### src/hw/rtl/v3n_pkg.sv
// ----------------------------------------------------------------------------
// v3n_pkg: shared types and constants for the vector normalize core
// Widths of the component, length and quotient paths, and the beat that
// travels from the front end through the queue to the back end.
// ----------------------------------------------------------------------------
package v3n_pkg;

    localparam int COMP_BITS  = 16;
    localparam int FRAC_BITS  = 14;
    localparam int LEN_BITS   = 16;
    localparam int SUM_BITS   = 32;
    localparam int QUO_BITS   = FRAC_BITS + 1;
    localparam int QDEPTH     = 4;
    localparam int QAW        = 2;

    localparam logic [QUO_BITS-1:0] UNIT_ONE = QUO_BITS'(1) << FRAC_BITS;

    // One vector after the front end: magnitudes, signs, sum of squares
    typedef struct packed {
        logic [2:0][COMP_BITS-1:0] mag;
        logic [2:0]                neg;
        logic [SUM_BITS-1:0]       sum;
    } t_item;

    // Queue status seen by the top level
    typedef struct packed {
        logic full;
        logic empty;
    } t_qstat;

endpackage

### src/hw/rtl/v3n_front.sv
// ----------------------------------------------------------------------------
// v3n_front: accept and classify
// Take absolute values and signs, square each component, then sum.
// ----------------------------------------------------------------------------
module v3n_front (
    input  logic                          i_clk,
    input  logic                          i_rst_n,
    input  logic                          i_valid,
    input  logic [v3n_pkg::COMP_BITS-1:0] i_x,
    input  logic [v3n_pkg::COMP_BITS-1:0] i_y,
    input  logic [v3n_pkg::COMP_BITS-1:0] i_z,
    output logic                          o_valid,
    output v3n_pkg::t_item                o_item
);
    logic [2:0][v3n_pkg::COMP_BITS-1:0] n_mag;
    logic [2:0]                         n_neg;
    logic [2:0][v3n_pkg::COMP_BITS-1:0] raw;

    logic                                r_v1;
    logic [2:0][v3n_pkg::COMP_BITS-1:0]  r_mag1;
    logic [2:0]                          r_neg1;
    logic [2:0][v3n_pkg::SUM_BITS-1:0]   r_sq1;
    logic                                r_v2;
    v3n_pkg::t_item                      r_item2;

    assign raw = {i_z, i_y, i_x};

    always_comb begin
        for (int k = 0; k < 3; k++) begin
            n_neg[k] = raw[k][v3n_pkg::COMP_BITS-1];
            n_mag[k] = n_neg[k] ? (~raw[k] + v3n_pkg::COMP_BITS'(1)) : raw[k];
        end
    end

    always_ff @(posedge i_clk) begin
        if (!i_rst_n) begin
            r_v1 <= 1'b0;
            r_v2 <= 1'b0;
        end else begin
            r_v1 <= i_valid;
            r_v2 <= r_v1;
        end
        r_mag1 <= n_mag;
        r_neg1 <= n_neg;
        for (int k = 0; k < 3; k++) begin
            r_sq1[k] <= v3n_pkg::SUM_BITS'(n_mag[k]) * v3n_pkg::SUM_BITS'(n_mag[k]);
        end
        r_item2.mag <= r_mag1;
        r_item2.neg <= r_neg1;
        r_item2.sum <= r_sq1[0] + r_sq1[1] + r_sq1[2];
    end

    assign o_valid = r_v2;
    assign o_item  = r_item2;
endmodule

### config.mk
export PLATFORM = sky130hd
export DESIGN_NAME = v3n_front
export DESIGN_NICKNAME = d
export VERILOG_FILES = /design/src/hw/rtl/v3n_pkg.sv /design/src/hw/rtl/v3n_front.sv
export SDC_FILE = /design/constraint.sdc
export NUM_CORES = 2
export LEC_CHECK = 0
export BUFFER_PORTS_ARGS = -buffer_cell sky130_fd_sc_hd__buf_2
export CAP_MARGIN = 20
export CORE_MARGIN = 2
export CORE_UTILIZATION = 50
export DETAILED_ROUTE_END_ITERATION = 8
export PLACE_DENSITY_LB_ADDON = 0.15
export SYNTH_ARGS = -nofsm -noshare
export SYNTH_HDL_FRONTEND = slang
export SYNTH_SLANG_ARGS = --single-unit
export TNS_END_PERCENT = 100
### constraint.sdc
create_clock -name i_clk -period 7.52 [get_ports i_clk]
set_clock_uncertainty 0.1 [all_clocks]
set_input_delay 0.376 -clock i_clk [delete_from_list [all_inputs] [get_ports i_clk]]
set_output_delay 0.376 -clock i_clk [all_outputs]
set_load 0.02 [all_outputs]
# After elaboration in Yosys (flattened, before gate mapping)
# Cells that the tools add are included.
# totals
output_inout_bits	84
wordCells	28
inputBits	51
ff_bits	232
# classes
mux	3
n_addsub	5
multipliers	3
n_bitwise	3
# op_table
op	count
$mul A16 B16 Y32	3
$add A32 B32 Y32	2
$add A16 B1 Y16 const B	3
$mux W16	3
$not A16 Y16	3

# Depth between registers and ports, before layout
# depth
word_depth	4
depth_mapped	31
mapped_depth_nobuf	30

# Worst setup path before layout
# OpenSTA, ideal clock, no wires.
# synth_path
path_type	in2reg
from	input i_z[0] in the netlist's numbering
to	register r_sq1[94] in the netlist's numbering
slack_ps	-49
path_buffers	2
stages	28
setup_time_ps	138
arrival_ps	7331
cell_sequence	inv_2 -> clkbuf_1 -> ha_1 -> nand2_1 -> or4_1 -> o41ai_2 -> o21ai_0 -> xnor2_1 -> clkbuf_1 -> nor2_1 -> inv_1 -> fa_1 -> fa_1 -> inv_1 -> fa_1 -> fa_1 -> fa_1 -> inv_1 -> fa_1 -> inv_1 -> ha_1 -> a21oi_1 -> o21ai_0 -> nor4_1 -> a211oi_1 -> nor2_1 -> o311ai_0 -> xor2_1
# synth_between
elab_chain_cells	4
# synth_rtl
item	line_no	rtl
start: declaration	v3n_front.sv:11	input logic [v3n_pkg::COMP_BITS-1:0] i_z,
$not A16 Y16	v3n_front.sv:31	n_mag[k] = n_neg[k] ? (~raw[k] + v3n_pkg::COMP_BITS'(1)) : raw[k];
$add A16 B1 Y16	v3n_front.sv:31	
$mux W16 *	v3n_front.sv:31	
$mul A16 B16 Y32 *	v3n_front.sv:46	r_sq1[k] <= v3n_pkg::SUM_BITS'(n_mag[k]) * v3n_pkg::SUM_BITS'(n_mag[k]);
end signal: indexed assignment	v3n_front.sv:46	
end: declaration	v3n_front.sv:22	logic [2:0][v3n_pkg::SUM_BITS-1:0] r_sq1;
# Mark *: on every way between the ends. The rest lies on a longest branch, timed or not.
# A chain may end at the register's enable or synchronous reset.

# Worst setup path in the final report
# layout_path
from	input i_z[6] in the netlist's numbering
to	register r_sq1[91] in the netlist's numbering
# Same word-level chain as after synthesis.

==> Flow_metrics.wiki <==
{| class="wikitable"
! Metric !! Value
|-
| Relative area change from synthesis to final layout || 14.77%
|-
| Outcome || complete, no violations
|-
| Placed Area || roughly 0.031 mm²
|-
| HPWL reported at the end of detailed placement || 58.69 mm
|-
| Count of final max-slew check failures || 0
|-
| Dominant cells by area after synthesis || sky130_fd_sc_hd__fa_1, sky130_fd_sc_hd__dfxtp_1, sky130_fd_sc_hd__ha_1, sky130_fd_sc_hd__inv_1, sky130_fd_sc_hd__nand2_1
|-
| First-iteration detailed-routing DRC count || slightly above 1000
|-
| First-pass GRT wire length || between 100 and 150 mm
|-
| Ports || around 140
|-
| Standard-cell row count || 87
|-
| Count of TritonRoute iterations in the first routing pass || 5
|-
| Diode count || 0
|-
| Count of antenna-violating nets left after detailed routing || 0
|-
| Gate Count Post-Synth || between 3000 and 4000
|-
| Ys flop type || sky130_fd_sc_hd__dfxtp_1
|-
| Clock sink total || roughly 230
|-
| Pin count of the biggest net entering global routing || 18
|-
| Yosys synthesis warning count || 0
|-
| Number of inserted filler cells in the final layout || between 5000 and 6000
|-
| Critical path fanouts, max || 7
|-
| Root buf cell || sky130_fd_sc_hd__clkbuf_16
|-
| Final estimated routing congestion in global placement || 0.9027
|-
| Crit path top cell by count || sky130_fd_sc_hd__fa_1
|-
| Per-instance average area after synthesis || about 9.5 µm²
|-
| Clock Latency Late Sink || approximately 0.60 ns
|-
| Post-synth EDFFs || 0
|-
| Average wire length per cell after detail routing || roughly 16 µm
|-
| Fin cells || 4131
|-
| Number of max-cap violations || 0
|-
| Die width || between 200 and 250 µm
|-
| Post-synthesis sequential area ratio || roughly 16%
|-
| TritonCTS clock tree || done
|-
| Standard cell with the maximum stage delay on the critical path || sky130_fd_sc_hd__fa_1
|-
| Worst EP required || a little under 8 ns
|-
| Flops & latches, synth || approximately 230
|-
| Pre-CTS setup slack || -0.1611 ns
|-
| Setup crit start || i_z[6]
|-
| Clock period minus worst slack || ~7.3 ns
|-
| Effective utilization at floorplan || about 50%
|-
| Pin slew with the least headroom to its limit || 0.9209 ns
|-
| Final hold slack || ~0.036 ns
|-
| Library cell with the largest summed area after synthesis || sky130_fd_sc_hd__fa_1
|-
| Maximum number of buffers from clock root to sink || 3
|-
| Fraction of layout instances using a drive strength above 1 || around an eighth
|-
| Most used cells in the layout excluding fill and tap cells || sky130_fd_sc_hd__inv_1, sky130_fd_sc_hd__fa_1, sky130_fd_sc_hd__ha_1
|-
| Count of endpoints failing hold in the final timing report || 0
|-
| Cts bufs inserted || 29
|-
| Most common cell after layout, fill and taps aside || sky130_fd_sc_hd__inv_1
|-
| Post-layout nets || between 4000 and 5000
|-
| Synth top area share || between 30% and 40%
|-
| Die height || around 240 µm
|-
| Final Cell Area || between 0.03 and 0.04 mm²
|-
| Vias || roughly 21000
|-
| Total global-route track usage || 24.16%
|-
| CTS H-tree depth || 1
|-
| Register cell area after layout || about 0.0045 mm²
|-
| Placed instance count || 4068
|-
| Clock transition at path regs || about 0.07 ns
|-
| Hold wc startpoint || i_y[13]
|-
| Number of endpoints failing setup at the final stage || 0
|-
| Area of the core region || 0.05628 mm²
|-
| Min-Delay Path Class || input pin to flip-flop
|-
| Number of remaining DRC errors || 0
|-
| Startpoint of the lowest-slack register-to-register path || r_sq1[69]$_DFF_P_
|-
| Total Die Area || approximately 0.059 mm²
|-
| Maximum achievable frequency || between 100 and 150 MHz
|-
| Vias in the first global route || ~23000
|-
| Post-synthesis cell type count || a little over 70
|-
| Critical path type || input pin to flip-flop
|-
| Total wirelength of the detailed-routed design || roughly 68 mm
|-
| Worst setup slack after layout || 0.2448 ns
|-
| Antenna violations before repair || 3
|-
| Worst slew margin relative to its limit || 37.02%
|-
| Total congestion overflow || 0
|-
| Count of port buffers added during placement || between 100 and 150
|-
| Highest cell delay on the worst timing path || 0.53 ns
|-
| Category of the worst setup path launch point || input pin
|-
| Asr flop ratio synth || 0%
|-
| Area of the multi-input gates || approximately 0.021 mm²
|-
| Total standard cell area after synthesis || ~0.028 mm²
|-
| Crit path arrival time || ~7.7 ns
|-
| Type of destination of the critical path || flip-flop
|-
| Final critical-path share of the clock period || around 97%
|-
| Via density per instance || 5.059
|}
[repair_timing]
| action | 4_1_cts | 5_1_grt |
|---|---|---|
| buffers inserted | 0 | 4 |
| hold endpoints to repair | 7 | 0 |
| setup endpoints to repair | 0 | 13 |
| hold buffers | 7 | 0 |
| gates resized for setup | 0 | 18 |
[synth_stat cells, types with 3 or more instances]
master                      instances
sky130_fd_sc_hd__and2_1            13
sky130_fd_sc_hd__clkbuf_1          51
sky130_fd_sc_hd__o21a_1            11
sky130_fd_sc_hd__buf_2              3
sky130_fd_sc_hd__nor2_1           214
sky130_fd_sc_hd__o41ai_1            4
sky130_fd_sc_hd__a31oi_1           10
sky130_fd_sc_hd__ha_1             318
sky130_fd_sc_hd__a221oi_1           4
sky130_fd_sc_hd__o21ai_0           67
sky130_fd_sc_hd__or3_1              5
sky130_fd_sc_hd__inv_2             15
sky130_fd_sc_hd__a211oi_1          18
sky130_fd_sc_hd__o31ai_1           17
sky130_fd_sc_hd__nand2_2            5
sky130_fd_sc_hd__a21boi_0           3
sky130_fd_sc_hd__clkinv_1          13
sky130_fd_sc_hd__nand4_1           10
sky130_fd_sc_hd__nor3_1            25
sky130_fd_sc_hd__o211ai_1           5
sky130_fd_sc_hd__a21o_1            63
sky130_fd_sc_hd__xnor2_1          109
sky130_fd_sc_hd__dfxtp_1          226
sky130_fd_sc_hd__and3_1            11
sky130_fd_sc_hd__or4_1              4
sky130_fd_sc_hd__nand3_1           23
sky130_fd_sc_hd__nor4_1             4
sky130_fd_sc_hd__fa_1             521
sky130_fd_sc_hd__o21bai_1          10
sky130_fd_sc_hd__a41oi_1            5
sky130_fd_sc_hd__o31a_1             5
sky130_fd_sc_hd__nand2b_1           4
sky130_fd_sc_hd__o41ai_2            3
sky130_fd_sc_hd__xor2_2             3
sky130_fd_sc_hd__nand2_1          272
sky130_fd_sc_hd__xor2_1            56
sky130_fd_sc_hd__a21oi_1          108
sky130_fd_sc_hd__inv_1            708
sky130_fd_sc_hd__a31o_2             3
sky130_fd_sc_hd__nor2b_1            8
sky130_fd_sc_hd__a2111oi_0          6
[registers in the layout (all words and copies together), names as in the netlist]
name	flops
o_item	83
o_valid	1
r_mag1	45
r_sq1	93
r_neg1	3
r_v1	1
[through the flow]
stage	util, %	TNS, ns
floorplan	-	-0.04688
global placement	55.85	-0.1923
detailed placement	55.85	-1.624
CTS	57.76	0
global route	57.94	-0.09746
finish	57.94	0
[worst max-delay path: cells and delay by family]
family                     cells  cell delay [ns]
xor gates and xnor gates       2             0.38
adders and majority gates      7             3.25
and+or+nand+nor                4             1.20
AOI/OAI and AO/OA              7             1.37
buffers and inverters          7             1.09
[cell type report]
class | count | area share (%)
Clock buffer | 37 | 2.533
Tap cell | 756 | 2.901
Sequential cell | 226 | 13.88
Clock inverter | 15 | 0.5564
Inverter | 736 | 8.472
Timing Repair Buffer | 340 | 6.930
Multi-Input combinational cell | 2021 | 64.73
[logic make-up after synthesis]
group | share of synthesized area, %
xor+xnor | 5.258
simple gates | 9.169
compound gates | 8.416
flops | 15.92
fa+ha+maj | 50.72
other cells | 0.02643
buf+inv | 10.49
[metal layers]
layer / vias to the layer above / GRT usage, % / wire length, µm
li1: 9910 / - / -
met1: 10440 / 32.96 / 29990
met2: 447 / 41.27 / 32940
met3: 101 / 2.869 / 3133
met4: 0 / 5.537 / 1675
met5: - / 0 / 0
[final timing paths]
path,end,slack (ns),cells past startpoint
worst max-delay path,r_sq1[91]$_DFF_P_,0.24,27
worst min register to register,o_item[49]$_DFF_P_,0.22,0
worst min-delay path,r_mag1[29]$_DFF_P_,0.04,3
worst max register to register,o_item[22]$_DFF_P_,3.51,9
Power is left out: the tool's default activity adds up to more than one toggle a clock period on the data nets, which glitch-free logic cannot reach.
