==> config.mk <==
export PLATFORM = sky130hd
export DESIGN_NAME = v3n_queue
export DESIGN_NICKNAME = d
export VERILOG_FILES = /design/src/hw/rtl/v3n_pkg.sv /design/src/hw/rtl/v3n_queue.sv
export SDC_FILE = /design/constraint.sdc
export NUM_CORES = 1
export LEC_CHECK = 0
export ABC_CLOCK_PERIOD_IN_PS = 10900
export BUFFER_PORTS_ARGS = -buffer_cell sky130_fd_sc_hd__clkbuf_2
export CAP_MARGIN = 25
export CORE_UTILIZATION = 32
export DETAILED_ROUTE_END_ITERATION = 6
export GPL_TIMING_DRIVEN = 0
export PLACE_DENSITY = 0.47
export SKIP_LAST_GASP = 1
export SLEW_MARGIN = 20
export SYNTH_ARGS = -nofsm -noshare
export SYNTH_HDL_FRONTEND = slang
export SYNTH_SLANG_ARGS = --single-unit
==> constraint.sdc <==
create_clock -name i_clk -period 10.9 [get_ports i_clk]
set_clock_uncertainty 0.1 [all_clocks]
set_input_delay 2.18 -clock i_clk [delete_from_list [all_inputs] [get_ports i_clk]]
set_output_delay 2.18 -clock i_clk [all_outputs]
set_load 0.03 [all_outputs]
==> src/hw/rtl/v3n_pkg.sv <==
// ----------------------------------------------------------------------------
// v3n_pkg: shared types and constants for the vector normalize core
// Widths of the component, length and quotient paths, and the beat that
// travels from the front end through the queue to the back end.
// ----------------------------------------------------------------------------
package v3n_pkg;

    localparam int COMP_BITS  = 16;
    localparam int FRAC_BITS  = 14;
    localparam int LEN_BITS   = 16;
    localparam int SUM_BITS   = 32;
    localparam int QUO_BITS   = FRAC_BITS + 1;
    localparam int QDEPTH     = 4;
    localparam int QAW        = 2;

    localparam logic [QUO_BITS-1:0] UNIT_ONE = QUO_BITS'(1) << FRAC_BITS;

    // One vector after the front end: magnitudes, signs, sum of squares
    typedef struct packed {
        logic [2:0][COMP_BITS-1:0] mag;
        logic [2:0]                neg;
        logic [SUM_BITS-1:0]       sum;
    } t_item;

    // Queue status seen by the top level
    typedef struct packed {
        logic full;
        logic empty;
    } t_qstat;

endpackage

==> src/hw/rtl/v3n_queue.sv <==
// ----------------------------------------------------------------------------
// v3n_queue: short queue between front and back end
// Register-based FIFO; pop when not empty.
// ----------------------------------------------------------------------------
module v3n_queue (
    input  logic            i_clk,
    input  logic            i_rst_n,
    input  logic            i_push,
    input  v3n_pkg::t_item  i_item,
    input  logic            i_pop,
    output v3n_pkg::t_item  o_item,
    output v3n_pkg::t_qstat o_stat
);
    v3n_pkg::t_item          r_mem [v3n_pkg::QDEPTH];
    logic [v3n_pkg::QAW-1:0] r_wr;
    logic [v3n_pkg::QAW-1:0] r_rd;
    logic [v3n_pkg::QAW:0]   r_cnt;
    logic                    do_pop;
    logic                    do_push;

    assign o_stat.empty = (r_cnt == '0);
    assign o_stat.full  = (r_cnt == (v3n_pkg::QAW+1)'(v3n_pkg::QDEPTH));
    assign do_pop  = i_pop && !o_stat.empty;
    assign do_push = i_push && !o_stat.full;
    assign o_item  = r_mem[r_rd];

    always_ff @(posedge i_clk) begin
        if (!i_rst_n) begin
            r_wr  <= '0;
            r_rd  <= '0;
            r_cnt <= '0;
        end else begin
            if (do_push) r_wr <= r_wr + 1'b1;
            if (do_pop)  r_rd <= r_rd + 1'b1;
            r_cnt <= r_cnt + (v3n_pkg::QAW+1)'(do_push) - (v3n_pkg::QAW+1)'(do_pop);
        end
        if (do_push) r_mem[r_wr] <= i_item;
    end
endmodule

* After elaboration in Yosys (flattened, before gate mapping)
Memories as Yosys holds them, arrays and structs flattened. A register that Yosys moved wholly into a read port is not among the register bits. Cells that the tools add are included.
Storage, ports and cells: bits in registers 7, bits in writable memories 332, input port bits 87, output and inout port bits 85, word-level logic and storage cells 18, memories 1
Memory list:
- r_mem | words 4, bits a word 83, read ports 1, clocked after memory_dff 1, wr ports 1, RTL line v3n_queue.sv:14 | v3n_pkg::t_item r_mem [v3n_pkg::QDEPTH];
Cells by class: add/subtract/negate cells 4, equal/unequal tests 1, muxes and demuxes 4, reductions and logical operators 5
Operators with widths (number):
- $add A2 B1 Y2 const B | 2
- $mux W2 | 2
- $add A3 B1 Y3 | 1
- $eq A3 B3 Y1 const B | 1
- $logic_not A3 Y1 | 1
- $sub A3 B1 Y3 | 1
- $logic_and A1 B1 Y1 | 2
- $logic_not A1 Y1 | 2
- $mux W1 | 2

* Depth between registers and ports, before layout
Gate-level depths: netlist of the first run.
depth in word-level cells 5, mapped depth 11, mapped depth without buffers 10

* Worst setup path before layout of the first run
Ideal clock, no wire load.
path kind input to register, start point input i_push, end point memory r_mem[0][0] (netlist bit), enable pin, setup time 451 ps, arrival time 4492 ps, data required time 10349 ps, slack 5857 ps, cell stages on the path 3, path buffers 1, cell sequence nor2b_1 clkbuf_1 and2_1
On the way: longest elaborated chain between the ends 3
RTL lines:
- start: declaration | RTL line v3n_queue.sv:8 | input logic i_push,
- $logic_and A1 B1 Y1 | RTL line v3n_queue.sv:24 | assign do_push = i_push && !o_stat.full;
- $mux W1 | RTL line v3n_queue.sv:37 | if (do_push) r_mem[r_wr] <= i_item;
- $mux W1 (not written as such) | RTL line v3n_queue.sv:37
- end: declaration | RTL line v3n_queue.sv:14
No other way between the ends.

==> flow_summary.ini, run 1 <==
[routing]
first_pass_iters = 6
drc_errors = 0
avgRoutedWirePerCell_microns = 19.9
via_count = 5694
viasPerCell = 4.58
drt_iter0_markers = 214
ant_nets = 0
routed_wirelength_microns = 24700

[timing]
setup_viol = 0
slew_headroom_pct = 61.4
min_period_over_period_pct = 40.4
finalHoldViolCount = 0
min_period_ps = 4410
report.final.slew_viol_count = 0
fmax_mhz = 227
finalSetupTns_ps = 0
grt_setup_unrepaired = false
worst_pin_slew_ps = 579

[power]
power.internal_mw = 2.69
power.switching_mw = 1.12
ir_worst_vdd_uv = 150
pwr-share-comb_pct = 24.6
swShare_pct = 29.3
clockPowerShare_pct = 32.9
p_leak_nw = 5.18
pwr-share-seq_pct = 42.5
p_per_area_nw_per_um2 = 248

[synthesis]
synth_top_cell_by_area = edfxtp_1
synth_top_area_share_pct = 80.0
synth_edf_count = 332
synth.area.top_cells = edfxtp_1 (80%), mux4_2 (15%), dfxtp_1 (1.4%)
postSynthAreaPerCell_sq_um = 25.7
ys_warn_count = 0
ys_ff_latch = 341
async_flop_share_pct = 0
synth.distinct_cells = 20
yosysMostFrequentCell = edfxtp_1
synth_cells = 484
seq_area_frac_synth_pct = 81.5
synth_common_cells = edfxtp_1 (332), mux4_2 (83), buf_2 (10)
synthFlopType = edfxtp_1
syn_nets = 578
synth_area_sq_um = 12500

[finish]
regArea_sq_um = 10100
fin_nets = 796
multiInputGateArea_sq_um = 2150
drive_above_1_share_pct = 46.2
final_util_pct = 40.4
area_growth_pct = 23.3
fillers = 3423

[setup_path]
worst_setup_path_start_kind = flop
arrival_ps = 2130
r2r_cells = 11
worst-endpoint-required_ps = 8620
r2r_end = r_cnt[2]$_SDFF_PN0_
worstSetupEndpoint = o_item[7]
r2r-start = r_cnt[2]$_SDFF_PN0_
crit_type = flop to output pin
worstPathMaxFanout = 10
rrSetupSlack_ps = 8330
cp-end-kind = output pin

[clock_network]
cts_root_buffer = clkbuf_16
cts_resized = 0
hold_buffers = 0
cts_buffers = 38
post_cts_buffers = 0
htree_levels = 2
cts_tree = yes
path_clk_slew_ps = 60
clock_path_buffers = 3
insertion_delay_ps = 540
cts.sinks = 341

[floorplanning]
core-area_sq_um = 38000
die_h_microns = 199
die-area_sq_um = 39700
dieWidth_microns = 199
start_util_pct = 32.8
ios = 172
rows = 71

[global_routing]
grt_overflow = 0
grt.met3_usage_pct = 3.68
grt_usage_pct = 12.9
grt_pass1_wl_microns = 37300
busiest_layer = met2
antenna_found_initial = 1
grt_pass1_vias = 6248
met2_usage_pct = 21.4
grt_max_degree = 33
use_met1_pct = 15.6

[run]
max_cap_violations = 0

[run_status]
status = completed

[min_path]
worstHoldStart = r_wr[0]$_SDFFE_PN0P_
hold_path_class = flop to flop

[placed_design]
portBuffers = 170
dp_hpwl_microns = 15100
globalplace.congestion = 0.676
## power groups by stage
stage / clock network, mW / registers [mW] / logic [mW]
4_1_cts: 1.30 / 1.62 / 0.967
3_3_place_gp: 0 / 1.66 / 0.936
5_1_grt: 1.34 / 1.63 / 1.01
3_5_place_dp: 0 / 1.65 / 0.964
2_1_floorplan: 0 / 1.65 / 0.672
6_report: 1.25 / 1.62 / 0.937
## placed cells by master, fill, tap and decap left out, drive strengths merged, types with 3 or more instances in the layout
| cell | synthesis | layout |
|---|---|---|
| inv | 6 | 7 |
| and2 | 7 | 7 |
| clkbuf | 2 | 218 |
| bufinv | 0 | 3 |
| ha | 6 | 6 |
| buf | 18 | 26 |
| dfxtp | 9 | 9 |
| o21ai | 3 | 3 |
| nand2 | 6 | 6 |
| mux4 | 83 | 83 |
| edfxtp | 332 | 332 |
| clkinv | 0 | 18 |
## cells by family (layout without fill, tap and decap cells)
logic type                 count (synthesis)  count (layout)  synth area share, %
DFF                                      341             341                 81.5
muxes                                     85              85                 15.2
buffers and inverters                     26             273                 1.37
and+or+nand+nor                           19              19                0.914
adders and majority gates                  7               7                0.763
AOI/OAI and AO/OA                          4               4                0.181
xor gates and xnor gates                   2               2                0.141
other                                      0               1                    0
## registers in the layout, summed over array words and instances, names as in the netlist, named ones only
name,flops
r_rd,2
r_wr,2
r_cnt,3
r_mem,332
## critical path, cell delays in order, from the launching register on
cell,delay [ps]
dfxtp_1,320
buf_2,330
buf_2,370
mux4_2,370
clkbuf_2,200
## worst min-delay path by stage
stage                           endpoint  slack, ps  depth (start not counted)
finish              r_wr[0]$_SDFFE_PN0P_        410                          2
CTS                                 flop        400                          2
floorplan                           flop        360                          2
global route        r_wr[1]$_SDFFE_PN0P_        440                          2
detailed placement                  flop        400                          2
global placement    r_wr[1]$_SDFFE_PN0P_        370                          2
## per-layer routing
layer / share of wire, % / vias to the layer above
li1: - / 2511
met1: 42 / 2979
met2: 50 / 150
met3: 5.9 / 54
met4: 2.8 / 0
met5: 0 / -
## cell type report
type / count / share of cell area, %
Buffer: 20 / 0.961
Timing Repair Buffer: 178 / 6.58
Sequential cell: 341 / 66.1
Inverter: 6 / 0.147
Multi-Input combinational cell: 117 / 14.0
Antenna cell: 1 / 0.0163
Clock inverter: 23 / 1.25
Clock buffer: 46 / 6.80
Tap cell: 511 / 4.16
## through the flow
| stage | hold WS [ps] | std cells | area [sq um] | power [mW] | setup WS, ps |
|---|---|---|---|---|---|
| 3_3_place_gp | 374 | 1165 | 13900 | 2.60 | 3840 |
| 4_1_cts | 403 | 1242 | 15400 | 3.88 | 6380 |
| 2_1_floorplan | 361 | 484 | 12500 | 2.32 | 5860 |
| 6_report | 406 | 1243 | 15400 | 3.81 | 6490 |
| 3_5_place_dp | 398 | 1173 | 14100 | 2.61 | 6560 |
| 5_1_grt | 445 | 1242 | 15400 | 3.98 | 6320 |
Power figures use the tool's default switching activity.
==> inputs of run 2 (changes only) <==
--- a/config.mk
+++ b/config.mk
@@ -5,13 +5,14 @@
 export SDC_FILE = /design/constraint.sdc
 export NUM_CORES = 1
 export LEC_CHECK = 0
-export ABC_CLOCK_PERIOD_IN_PS = 10900
+export ABC_AREA = 1
+export ABC_CLOCK_PERIOD_IN_PS = 4600
 export BUFFER_PORTS_ARGS = -buffer_cell sky130_fd_sc_hd__clkbuf_2
 export CAP_MARGIN = 25
 export CORE_UTILIZATION = 32
 export DETAILED_ROUTE_END_ITERATION = 6
 export GPL_TIMING_DRIVEN = 0
-export PLACE_DENSITY = 0.47
+export PLACE_DENSITY = 0.46
 export SKIP_LAST_GASP = 1
 export SLEW_MARGIN = 20
 export SYNTH_ARGS = -nofsm -noshare
==> constraint.sdc (replaced) <==
create_clock -name i_clk -period 4.6 [get_ports i_clk]
set_clock_uncertainty 0.1 [all_clocks]
set_input_delay 0.92 -clock i_clk [delete_from_list [all_inputs] [get_ports i_clk]]
set_output_delay 0.92 -clock i_clk [all_outputs]
set_load 0.03 [all_outputs]
==> run 2 against run 1 <==
Against the previous run: worst hold slack worse by 21 ps; area after synthesis up 2.6%; die area grew 2.6%; register-to-register slack worse by 6100 ps; clock power rose by 130%; critical path depth increased by 1; flip-flop and latch count unchanged; critical endpoint is now o_item[19]; largest power group unchanged.
==> flow_summary.ini, run 2 <==
[run_status]
status = completed

[setup_path]
worstPathMaxFanout = 10
cpMaxStageDelayCell = clkbuf_1
worst-endpoint-required_ps = 3580
cp-end-kind = output pin
path_delay_family = buffers and inverters
critPathMaxStageDelay_ps = 450
arrival_ps = 2390
crit_type = flop to output pin
worst_setup_path_start_kind = flop
worstPathBufferInverterCount = 3
cp_cell_sequence = buf_2 > clkbuf_1 > o21ai_0 > o22ai_1 > clkbuf_2
r2r-start = r_cnt[1]$_SDFF_PN0_

[floorplanning]
core-area_sq_um = 39000
rows = 72
start_util_pct = 32.8
ios = 172
dieWidth_microns = 202
die-area_sq_um = 40700
die_h_microns = 202

[clock_network]
clock_path_buffers = 3
cts_tree = yes
cts_root_buffer = clkbuf_16
cts.sinks = 341
hold_buffers = 0
htree_levels = 2
post_cts_buffers = 0
path_clk_slew_ps = 50
insertion_delay_ps = 530
cts_buffers = 38
cts_resized = 0

[synthesis]
synth_top_area_share_pct = 78.0
async_flop_share_pct = 0
synth.area.top_cells = edfxtp_1 (78%), nor2_1 (5.2%), o21ai_0 (4.2%)
ys_ff_latch = 341
synth_edf_count = 332
synthFlopType = edfxtp_1
synth_top_cell_by_area = edfxtp_1
seq_area_frac_synth_pct = 79.4
postSynthAreaPerCell_sq_um = 14.7
ys_warn_count = 0
synth_cells = 871
syn_nets = 965
yosysMostFrequentCell = edfxtp_1
synth.distinct_cells = 18
synth_area_sq_um = 12800
synth_common_cells = edfxtp_1 (332), nor2_1 (178), o21ai_0 (106)

[finish]
diodes = 0
largest_reg_flops = 332
final_common_cell = edfxtp_1
drive_above_1_share_pct = 24.2
fin_nets = 1192
regMostFlops = r_mem
top_regs = r_mem x332, r_cnt x3
final_util_pct = 40.7
area_growth_pct = 24.2
layout_common_cells = edfxtp_1 (332), nor2_1 (174), clkbuf_2 (174)

[power]
ir_worst_vdd_uv = 287
p_leak_nw = 5.63
p_per_area_nw_per_um2 = 596

[timing]
finalHoldViolCount = 0
fmax_mhz = 293
worst_pin_slew_ps = 663
min_period_over_period_pct = 74.2
setup_viol = 0
slew_headroom_pct = 55.7
finalSetupTns_ps = 0
report.final.slew_viol_count = 0
grt_setup_unrepaired = false
worst_slack_ps = 1190
min_period_ps = 3410

[routing]
first_pass_iters = 4
drc_errors = 0
via_count = 7693
routed_wirelength_microns = 32100
drt_iter0_markers = 431
ant_nets = 0
avgRoutedWirePerCell_microns = 19.6
viasPerCell = 4.69

[min_path]
worstHoldStart = r_rd[0]$_SDFFE_PN0P_
hold_path_class = flop to flop

[global_routing]
grt_max_degree = 23
antenna_found_initial = 1
grt_overflow = 0
grt_pass1_vias = 7517
grt_pass1_wl_microns = 47000
grt_usage_pct = 15.6

[run]
max_cap_violations = 0

[placed_design]
portBuffers = 171
dp_hpwl_microns = 20300
dpl_worst_slack_ps = 1690
globalplace.congestion = 0.711
run 2: cell count changes after synthesis, moves of 12 or more:
cell      before  now
o21ai_1        0   60
o22ai_1        0   83
inv_1          6   18
nor2_1         0  178
mux4_2        83    0
clkbuf_1       2   21
o21ai_0        3  106
run 2: worst paths after layout:
kind,slack (ps),to,depth (start not counted)
max,1190,o_item[19],5
min,380,flop,2
max reg2reg,2230,r_mem[3][44]$_DFFE_PP_,6
min reg2reg,380,flop,2
run 2: logic make-up after synthesis:
kind of cell,Yosys count,synth area share [%]
flip-flops,341,79.4
AO/OA/AOI/OAI,254,10.8
AND/OR/NAND/NOR,196,5.79
buffers and inverters,73,3.30
adder cells (fa/ha/maj),7,0.744
run 2: report_power, final:
part / switching [mW] / internal [mW] / total (mW)
clock: 1.15 / 1.76 / 2.91
combinational: 1.95 / 0.753 / 2.70
sequential: 0.0750 / 3.78 / 3.85
run 2: layout make-up:
type,count,area (sq um)
Fill cell,3656,23100
Sequential cell,341,10100
Multi-Input combinational cell,457,2240
Timing Repair Buffer,187,1230
Clock buffer,56,1100
Tap cell,518,648
Buffer,54,348
Clock inverter,9,88.8
Inverter,19,73.8
run 2: worst min-delay path: cells and delay by family, from the launching register on:
kind               cells  cell delay (ps)
DFF                    1              330
and+or+nand+nor        1               70
AOI/OAI and AO/OA      1               50
run 2: metal layers:
layer / part of all wire, % / wire, microns / track usage, %
met3: 5.5 / 1760 / 3.92
met5: 0.040 / 13 / 0
met2: 46 / 14800 / 24.2
met4: 2.2 / 714 / 5.28
met1: 46 / 14800 / 21.4
run 2: per-stage QoR:
stage | total power [mW] | hold slack [ps] | cell area (sq um) | cells
after global placement | 6.64 | 367 | 14300 | 1560
final | 9.47 | 384 | 15900 | 1641
after CTS | 9.62 | 389 | 15900 | 1641
after detailed placement | 6.68 | 372 | 14700 | 1576
after global routing | 9.91 | 455 | 15900 | 1641
after floorplan | 5.64 | 348 | 12800 | 871
